$ cat src/rtl/core/srrt_pkg.sv
// shared types and constants for the scrub round-robin table
// no dependencies; imported by srrt_ctrl, srrt_dpath and the top level

package srrt_pkg;

   // fixed field widths of the request and response ports
   localparam int MODE_W   = 3;
   localparam int ID_W     = 8;
   localparam int STATUS_W = 3;
   localparam int COUNT_W  = 9;

   // ids that the 8-bit id field can name
   localparam int ID_SPACE = 2 ** ID_W;

   // default table sizes
   localparam int DEF_SLOT_COUNT = 256;
   localparam int DEF_ID_COUNT   = 256;

   // operation codes
   localparam logic [MODE_W-1:0] MODE_INSERT = 3'd0;
   localparam logic [MODE_W-1:0] MODE_REMOVE = 3'd1;
   localparam logic [MODE_W-1:0] MODE_MARK   = 3'd2;
   localparam logic [MODE_W-1:0] MODE_NEXT   = 3'd3;
   localparam logic [MODE_W-1:0] MODE_PICK   = 3'd4;

   // response status codes
   localparam logic [STATUS_W-1:0] STS_OK      = 3'd0;
   localparam logic [STATUS_W-1:0] STS_EMPTY   = 3'd1;
   localparam logic [STATUS_W-1:0] STS_PRESENT = 3'd2;
   localparam logic [STATUS_W-1:0] STS_ABSENT  = 3'd3;
   localparam logic [STATUS_W-1:0] STS_FULL    = 3'd4;
   localparam logic [STATUS_W-1:0] STS_RANGE   = 3'd5;

   // controller to datapath commands
   typedef struct packed {
      logic load;
      logic lookup;
      logic capture;
      logic fetch;
      logic swap_a;
      logic swap_b;
   } srrt_cmd_type;

   // datapath to controller status
   typedef struct packed {
      logic go;       // request passed its checks and needs the maps
      logic remove;   // latched operation is a remove
      logic update;   // latched operation is an insert or mark tested
   } srrt_sts_type;

endpackage

$ cat src/rtl/core/srrt_ctrl.sv
// sequencing state machine for the scrub round-robin table
// depends on srrt_pkg; drives commands into srrt_dpath

module srrt_ctrl import srrt_pkg::*; (
   input  logic         clock,
   input  logic         reset,
   input  logic         start,
   output logic         busy,
   output logic         rsp_valid,
   input  srrt_sts_type sts,
   output srrt_cmd_type cmd
);

   typedef enum logic [6:0] {
      ST_IDLE    = 7'b0000001,
      ST_LOOKUP  = 7'b0000010,
      ST_CAPTURE = 7'b0000100,
      ST_FETCH   = 7'b0001000,
      ST_SWAP_A  = 7'b0010000,
      ST_SWAP_B  = 7'b0100000,
      ST_RESPOND = 7'b1000000
   } state_type;

   state_type state_ff;
   state_type state_in;

   always_comb begin
      state_in = state_ff;
      case (state_ff)
         ST_IDLE: begin
            if (start) begin
               state_in = sts.go ? ST_LOOKUP : ST_RESPOND;
            end
         end
         ST_LOOKUP: begin
            state_in = ST_CAPTURE;
         end
         ST_CAPTURE: begin
            if (sts.remove) begin
               state_in = ST_FETCH;
            end else if (sts.update) begin
               state_in = ST_SWAP_A;
            end else begin
               state_in = ST_RESPOND;
            end
         end
         ST_FETCH: begin
            state_in = ST_SWAP_A;
         end
         ST_SWAP_A: begin
            state_in = ST_SWAP_B;
         end
         ST_SWAP_B: begin
            state_in = ST_RESPOND;
         end
         ST_RESPOND: begin
            state_in = ST_IDLE;
         end
         default: begin
            state_in = ST_IDLE;
         end
      endcase
   end

   always_ff @(posedge clock) begin
      if (reset) begin
         state_ff <= ST_IDLE;
      end else begin
         state_ff <= state_in;
      end
   end

   assign cmd.load    = (state_ff == ST_IDLE) && start;
   assign cmd.lookup  = (state_ff == ST_LOOKUP);
   assign cmd.capture = (state_ff == ST_CAPTURE);
   assign cmd.fetch   = (state_ff == ST_FETCH);
   assign cmd.swap_a  = (state_ff == ST_SWAP_A);
   assign cmd.swap_b  = (state_ff == ST_SWAP_B);

   assign busy      = (state_ff != ST_IDLE);
   assign rsp_valid = (state_ff == ST_RESPOND);

endmodule

$ cat config.mk
export PLATFORM = sky130hd
export DESIGN_NAME = srrt_ctrl
export DESIGN_NICKNAME = d
export VERILOG_FILES = /design/src/rtl/core/srrt_pkg.sv /design/src/rtl/core/srrt_ctrl.sv
export SDC_FILE = /design/constraint.sdc
export NUM_CORES = 1
export LEC_CHECK = 0
export BUFFER_PORTS_ARGS = -buffer_cell sky130_fd_sc_hd__buf_2
export CAP_MARGIN = 10
export CELL_PAD_IN_SITES_DETAIL_PLACEMENT = 0
export CELL_PAD_IN_SITES_GLOBAL_PLACEMENT = 1
export CORE_AREA = 2 2 41 43
export CTS_CLUSTER_DIAMETER = 150
export DETAILED_ROUTE_END_ITERATION = 12
export DIE_AREA = 0 0 43 45
export GPL_TIMING_DRIVEN = 1
export PLACE_DENSITY_LB_ADDON = 0.3
export SYNTH_ARGS = -nofsm -noshare
export SYNTH_HDL_FRONTEND = slang
export SYNTH_SLANG_ARGS = --single-unit
$ cat constraint.sdc
create_clock -name clock -period 1.25 [get_ports clock]
set_input_delay 0.0625 -clock clock [delete_from_list [all_inputs] [get_ports clock]]
set_output_delay 0.0625 -clock clock [all_outputs]
set_load 0.03 [all_outputs]
==> impl_metrics.csv, run 1 <==
group,metric,value,unit
critical_path,rr_startpoint,"state_ff[3]",
synth,synth-seq-area-share,0.327,
floorplanning,die_width,43,um
placement,io_buffers,13,
global_routing,grt-busiest-layer,"met2",
sta,max_freq,0.691,GHz
sta,setup_violations,9,
drt,drt_first_pass_iters,4,
sta,post-route-min-period,1450,ps
critical_path,setup.worst_path.start_class,"register",
global_routing,antenna_found_initial,0,
min_path,hold_end,"state_ff[4]",
drt,postRouteAntennaNets,0,
critical_path,worst_r2r_path_depth,4,
finish,largest_reg_flops,7,
sta,report.final.slew_viol_count,0,
global_routing,grt_util_all_layers,0.121,
cts,tritoncts,"done",
cts,clkTransAtPathRegs,50,ps
floorplanning,start_util,0.292,
critical_path,ff2ff_setup_slack,-50,ps
global_routing,grt_pass1_vias,397,
synth,yosysWarnings,0,
sta,tightest_slew,267,ps
drt,via_count,461,
global_routing,grtUsageMet2,0.218,
min_path,holdPathStages,2,
placement,place_congestion,0.748,
power_and_ir_drop,ir_worst_vdd,679,uV
min_path,hp-start,"reset",
floorplanning,die-area,1940,sq um
finish,top_regs,"state_ff (7)",
floorplanning,rows,14,
finish,drive_gt1_frac,0.649,
synth,synth_flop_cell,"dfxtp_1",
drt,wire_per_inst,12.3,um
finish,finalNetCount,84,
floorplanning,coreArea,1470,sq um
sta,fin_ws,-198,ps
drt,wl,1140,um
synth,synthDominantCellAreaShare,0.327,
critical_path,path_class,"register to primary output",
sta,relSlewSlack,0.821,
synth,synth_most_common_cell,"dfxtp_1",
cts,clk_latency,250,ps
synth,synthesis.nets,53,
finish,design_area,753,sq um
critical_path,r2r_end,"state_ff[6]",
cts,clockRootBuffer,"clkbuf_4",
synth,syn-instance-count,47,
synth,synthDistinctLibCells,27,
sta,hold_violations,0,
global_routing,met3_usage,0.0480,
run,maxCapViolCount,0,
floorplanning,ios,14,
global_routing,grt_max_degree,8,
finish,fin_util,0.512,
min_path,hp-class,"input pin to register",
critical_path,cp.required,1190,ps
power_and_ir_drop,leakagePower,0.359,nW
synth,synth_area_leaders,"dfxtp_1 33%, nor2_1 5.2%, nor4_4 5.0%",
cts,cts_hold_buf,0,
power_and_ir_drop,p_per_area,974,nW/um^2
global_routing,overflow,0,
cts,cts_sinks,7,
finish,area_delta_synth_final,75.5,%
finish,n_antenna_cell,0,
cts,h-tree-depth,1,
synth,async_flop_share,0,
cts,numCtsBuffers,3,
global_routing,use_met1,0.132,
drt,drc,0,
status,violations,"negative setup slack",
cts,cts_buffer_depth,2,
critical_path,path_max_fanout,6,
synth,synthesis.area,429,sq um
critical_path,cp-end-kind,"primary output",
sta,skew,4.42,ps
finish,top_register,"state_ff",
status,status,"finished, violations left",
drt,drtIter0Drc,8,
global_routing,grt_pass1_wl,1680,um
drt,routed_via_density,4.96,
synth,yosys.area.top_type,"dfxtp_1",
sta,finalCritPeriodShare,1.16,
synth,avgSynthCellArea,9.13,sq um
placement,dpl_cell_area,609,sq um
synth,synth-edff-count,0,
synth,yosys-top-cells-count,"7 x dfxtp_1, 6 x nor2_1, 5 x inv_1",
floorplanning,dieHeight,45,um
critical_path,critPathArrivalTime,1390,ps
sta,rsz0062_at_grt,"true",
synth,ys_ff_latch,7,
## what timing repair did
action,in CTS,in global routing
setup endpoints to repair,8,14
setup buffers,2,3
endpoints found under the hold margin,0,0
gates resized for setup,14,16
gates cloned,0,0
pin swaps,6,5
## metal layers
layer / routed length (um) / vias up / part of all wire
met4: 0 / 0 / 0
li1: - / 235 / -
met2: 601 / 10 / 0.53
met1: 497 / 216 / 0.44
met3: 44 / 0 / 0.039
met5: 0 / - / 0
## cell families (layout without fill, tap and decap cells)
logic type	count (synthesis)	after routing	synth area share
AO/OA/AOI/OAI	8	8	0.155
XOR/XNOR	2	2	0.0408
buffers and inverters	5	35	0.0437
flip-flops	7	7	0.327
AND/OR/NAND/NOR	25	25	0.434
## final cells by class
cell class | instances | area [sq um]
Fill cell | 140 | 718
Multi-Input combinational cell | 35 | 332
Timing Repair Buffer | 26 | 209
Sequential cell | 7 | 148
Clock buffer | 4 | 26.3
Tap cell | 16 | 20.0
Inverter | 5 | 18.8
## layout by cell type, fill, tap and decap left out, types with 2 or more instances in the layout
cell | synthesis | layout
buf_2 | 0 | 5
nor2_1 | 6 | 4
buf_6 | 0 | 7
and3_4 | 0 | 2
clkbuf_4 | 0 | 3
dfxtp_2 | 0 | 6
buf_4 | 0 | 14
inv_1 | 5 | 4
xor2_1 | 2 | 2
o21ai_0 | 2 | 2
o211a_1 | 2 | 2
## power breakdown
| group | switching, mW | internal, mW |
|---|---|---|
| Combinational | 0.133 | 0.137 |
| Sequential | 0.0152 | 0.236 |
| Clock | 0.0906 | 0.122 |
| Total | 0.239 | 0.495 |
## per-stage QoR
stage | setup TNS [ps] | std cells | setup WS, ps | hold slack [ps] | power (mW)
5_1_grt | -1750 | 93 | -254 | 53.0 | 0.771
4_1_cts | -1420 | 90 | -246 | 32.3 | 0.685
2_1_floorplan | -83.5 | 47 | -54.9 | 132 | 0.381
3_3_place_gp | -12.5 | 84 | -12.5 | 311 | 0.443
6_report | -1020 | 93 | -198 | 40.3 | 0.734
3_5_place_dp | -29.7 | 84 | -29.7 | 300 | 0.445
## critical path, cell delays in order (launching register included)
cell and delay (ps):
dfxtp_2 330, nor4_4 250, buf_4 180, and4bb_4 240, buf_6 130
## how the worst max path moves through the flow
stage / cells after the start / slack (ps) / start / to
floorplan: 3 / -50 / state_ff[3] / cmd[4]
global placement: 3 / -10 / state_ff[5] / cmd[1]
detailed placement: 3 / -30 / state_ff[5] / cmd[1]
CTS: 3 / -250 / state_ff[0] / cmd[1]
global route: 4 / -250 / state_ff[5] / cmd[1]
finish: 4 / -200 / state_ff[5] / cmd[1]
(Power assumes the default switching activity.)
==> run 2, diff against run 1 <==
- RECOVER_POWER: unset -> 100
- SETUP_SLACK_MARGIN: unset -> 0.02
- clock period: 1.25 -> 1.32 ns (I/O delays scaled with it)
==> run 2 against run 1 <==
  * The run still ends with negative setup slack left
  * Combinational power decreased by 6%
  * Flip-flop and latch count unchanged
  * Largest power group unchanged
  * Critical path type unchanged
  * Register-to-register slack improved by 40 ps
==> impl_metrics.csv, run 2 (synthesized netlist as in run 1, its figures left out) <==
group,metric,value,unit
status,status,"finished, violations left",
status,violations,"negative setup slack",
floorplanning,rows,14,
finish,drive_gt1_frac,0.649,
finish,design_area,757,sq um
cts,cts_buffer_depth,2,
global_routing,grt_pass1_vias,392,
critical_path,path_class,"register to primary output",
power_and_ir_drop,pwr-share-seq,0.343,
global_routing,grt_pass1_wl,1640,um
run,maxCapViolCount,0,
sta,fin_ws,-148,ps
min_path,hold_end,"state_ff[4]",
placement,place_congestion,0.731,
cts,numCtsBuffers,3,
critical_path,worst_r2r_path_depth,5,
cts,clk_latency,260,ps
placement,dp_hpwl,779,um
finish,largest_reg_flops,7,
drt,drt_first_pass_iters,2,
finish,area_delta_synth_final,76.4,%
critical_path,cp-end-kind,"primary output",
drt,via_count,465,
critical_path,path_max_fanout,6,
finish,top_regs,"state_ff (7)",
placement,placedCellCount,82,
floorplanning,dieHeight,45,um
sta,tns,-510,ps
power_and_ir_drop,p_total,692,uW
cts,tritoncts,"done",
floorplanning,coreArea,1470,sq um
min_path,hp-start,"reset",
sta,finalCritPeriodShare,1.11,
sta,report.final.slew_viol_count,0,
power_and_ir_drop,p_per_area,914,nW/um^2
finish,final_cell_mix,"14 x buf_4, 7 x buf_6, 5 x buf_2, 5 x dfxtp_2, 4 x inv_1",
critical_path,cp.required,1250,ps
critical_path,rr_startpoint,"state_ff[3]",
cts,cts_hold_buf,0,
drt,drtIter0Drc,3,
min_path,holdPathStages,2,
sta,tightest_slew,333,ps
cts,clockRootBuffer,"clkbuf_4",
cts,h-tree-depth,1,
sta,skew,2.20,ps
finish,finalNetCount,84,
drt,routed_via_density,5.00,
floorplanning,start_util,0.292,
finish,final_common_cell,"buf_4",
power_and_ir_drop,leakagePower,0.358,nW
placement,dpl_cell_area,587,sq um
placement,pre_cts_ws,56.2,ps
finish,top_register,"state_ff",
sta,relSlewSlack,0.776,
finish,instances_no_fill,93,
placement,io_buffers,13,
global_routing,grt_max_degree,8,
sta,rsz0062_at_grt,"true",
critical_path,setup.worst_path.start_class,"register",
critical_path,r2r_end,"state_ff[6]",
drt,drc,0,
drt,postRouteAntennaNets,0,
sta,hold_violations,0,
power_and_ir_drop,clkPwrFrac,0.290,
global_routing,antenna_found_initial,0,
sta,post-route-min-period,1470,ps
floorplanning,die-area,1940,sq um
cts,clkTransAtPathRegs,50,ps
power_and_ir_drop,power.switching,222,uW
min_path,hp-class,"input pin to register",
critical_path,ff2ff_setup_slack,-10,ps
power_and_ir_drop,swShare,0.321,
drt,wl,1080,um
global_routing,grt_util_all_layers,0.122,
critical_path,critPathArrivalTime,1400,ps
global_routing,overflow,0,
floorplanning,die_width,43,um
sta,timing.hold.ws,23.1,ps
drt,wire_per_inst,11.6,um
finish,n_antenna_cell,0,
sta,setup_violations,6,
sta,max_freq,0.681,GHz
cts,cts_sinks,7,
power_and_ir_drop,ir_worst_vdd,507,uV
power_and_ir_drop,pwr-share-comb,0.367,
floorplanning,ios,14,
finish,fin_util,0.514,
power_and_ir_drop,internal-power,470,uW
==> run 2: cell counts in the layout (fill, tap and decap cells not counted) <==
No cell type changed its count.
==> run 2: worst max-delay path, cell delays in order (launching register included) <==
cell and delay, ps:
dfxtp_2 330, nor4_4 380, buf_4 190, nand3_4 70
inv_2 60, buf_6 120
==> run 2: what timing repair did <==
item / in CTS / in global routing
gates resized for setup: 11 / 22
hold endpoints to repair: 0 / 0
cloned: 0 / 0
endpoints found under the setup margin: 8 / 9
setup buffers: 2 / 5
pin swaps: 4 / 7
==> run 2: power groups by stage <==
stage | combinational [mW] | sequential, mW | clock, mW
finish | 0.254 | 0.238 | 0.201
floorplan | 0.117 | 0.246 | 0
global route | 0.270 | 0.239 | 0.220
detailed placement | 0.175 | 0.240 | 0
global placement | 0.176 | 0.239 | 0
CTS | 0.186 | 0.237 | 0.204
==> run 2: worst max-delay path by stage <==
stage                           start           to  slack (ps)  cells past startpoint
final                     state_ff[5]       cmd[2]        -150                      5
after global routing      state_ff[5]       cmd[1]        -190                      3
after CTS                 state_ff[6]       cmd[1]        -140                      3
after detailed placement  state_ff[3]       cmd[4]          60                      4
after global placement    state_ff[3]       cmd[4]          60                      4
after floorplan           state_ff[0]  state_ff[5]          10                      3
==> run 2: final cells by class <==
cell class,count,area (sq um)
clock buffers,4,26.3
fillers,154,714
inverters,5,18.8
multi-input cells,35,337
flip-flops and latches,7,146
well taps,16,20.0
repair buffers,26,209
==> run 2: metal layers <==
layer  vias to the layer above  track usage  share of wire
met2                        12        0.185           0.47
li1                        237            -              -
met5                         -            0              0
met3                         4       0.0200          0.036
met1                       212        0.142           0.45
met4                         0        0.127          0.036
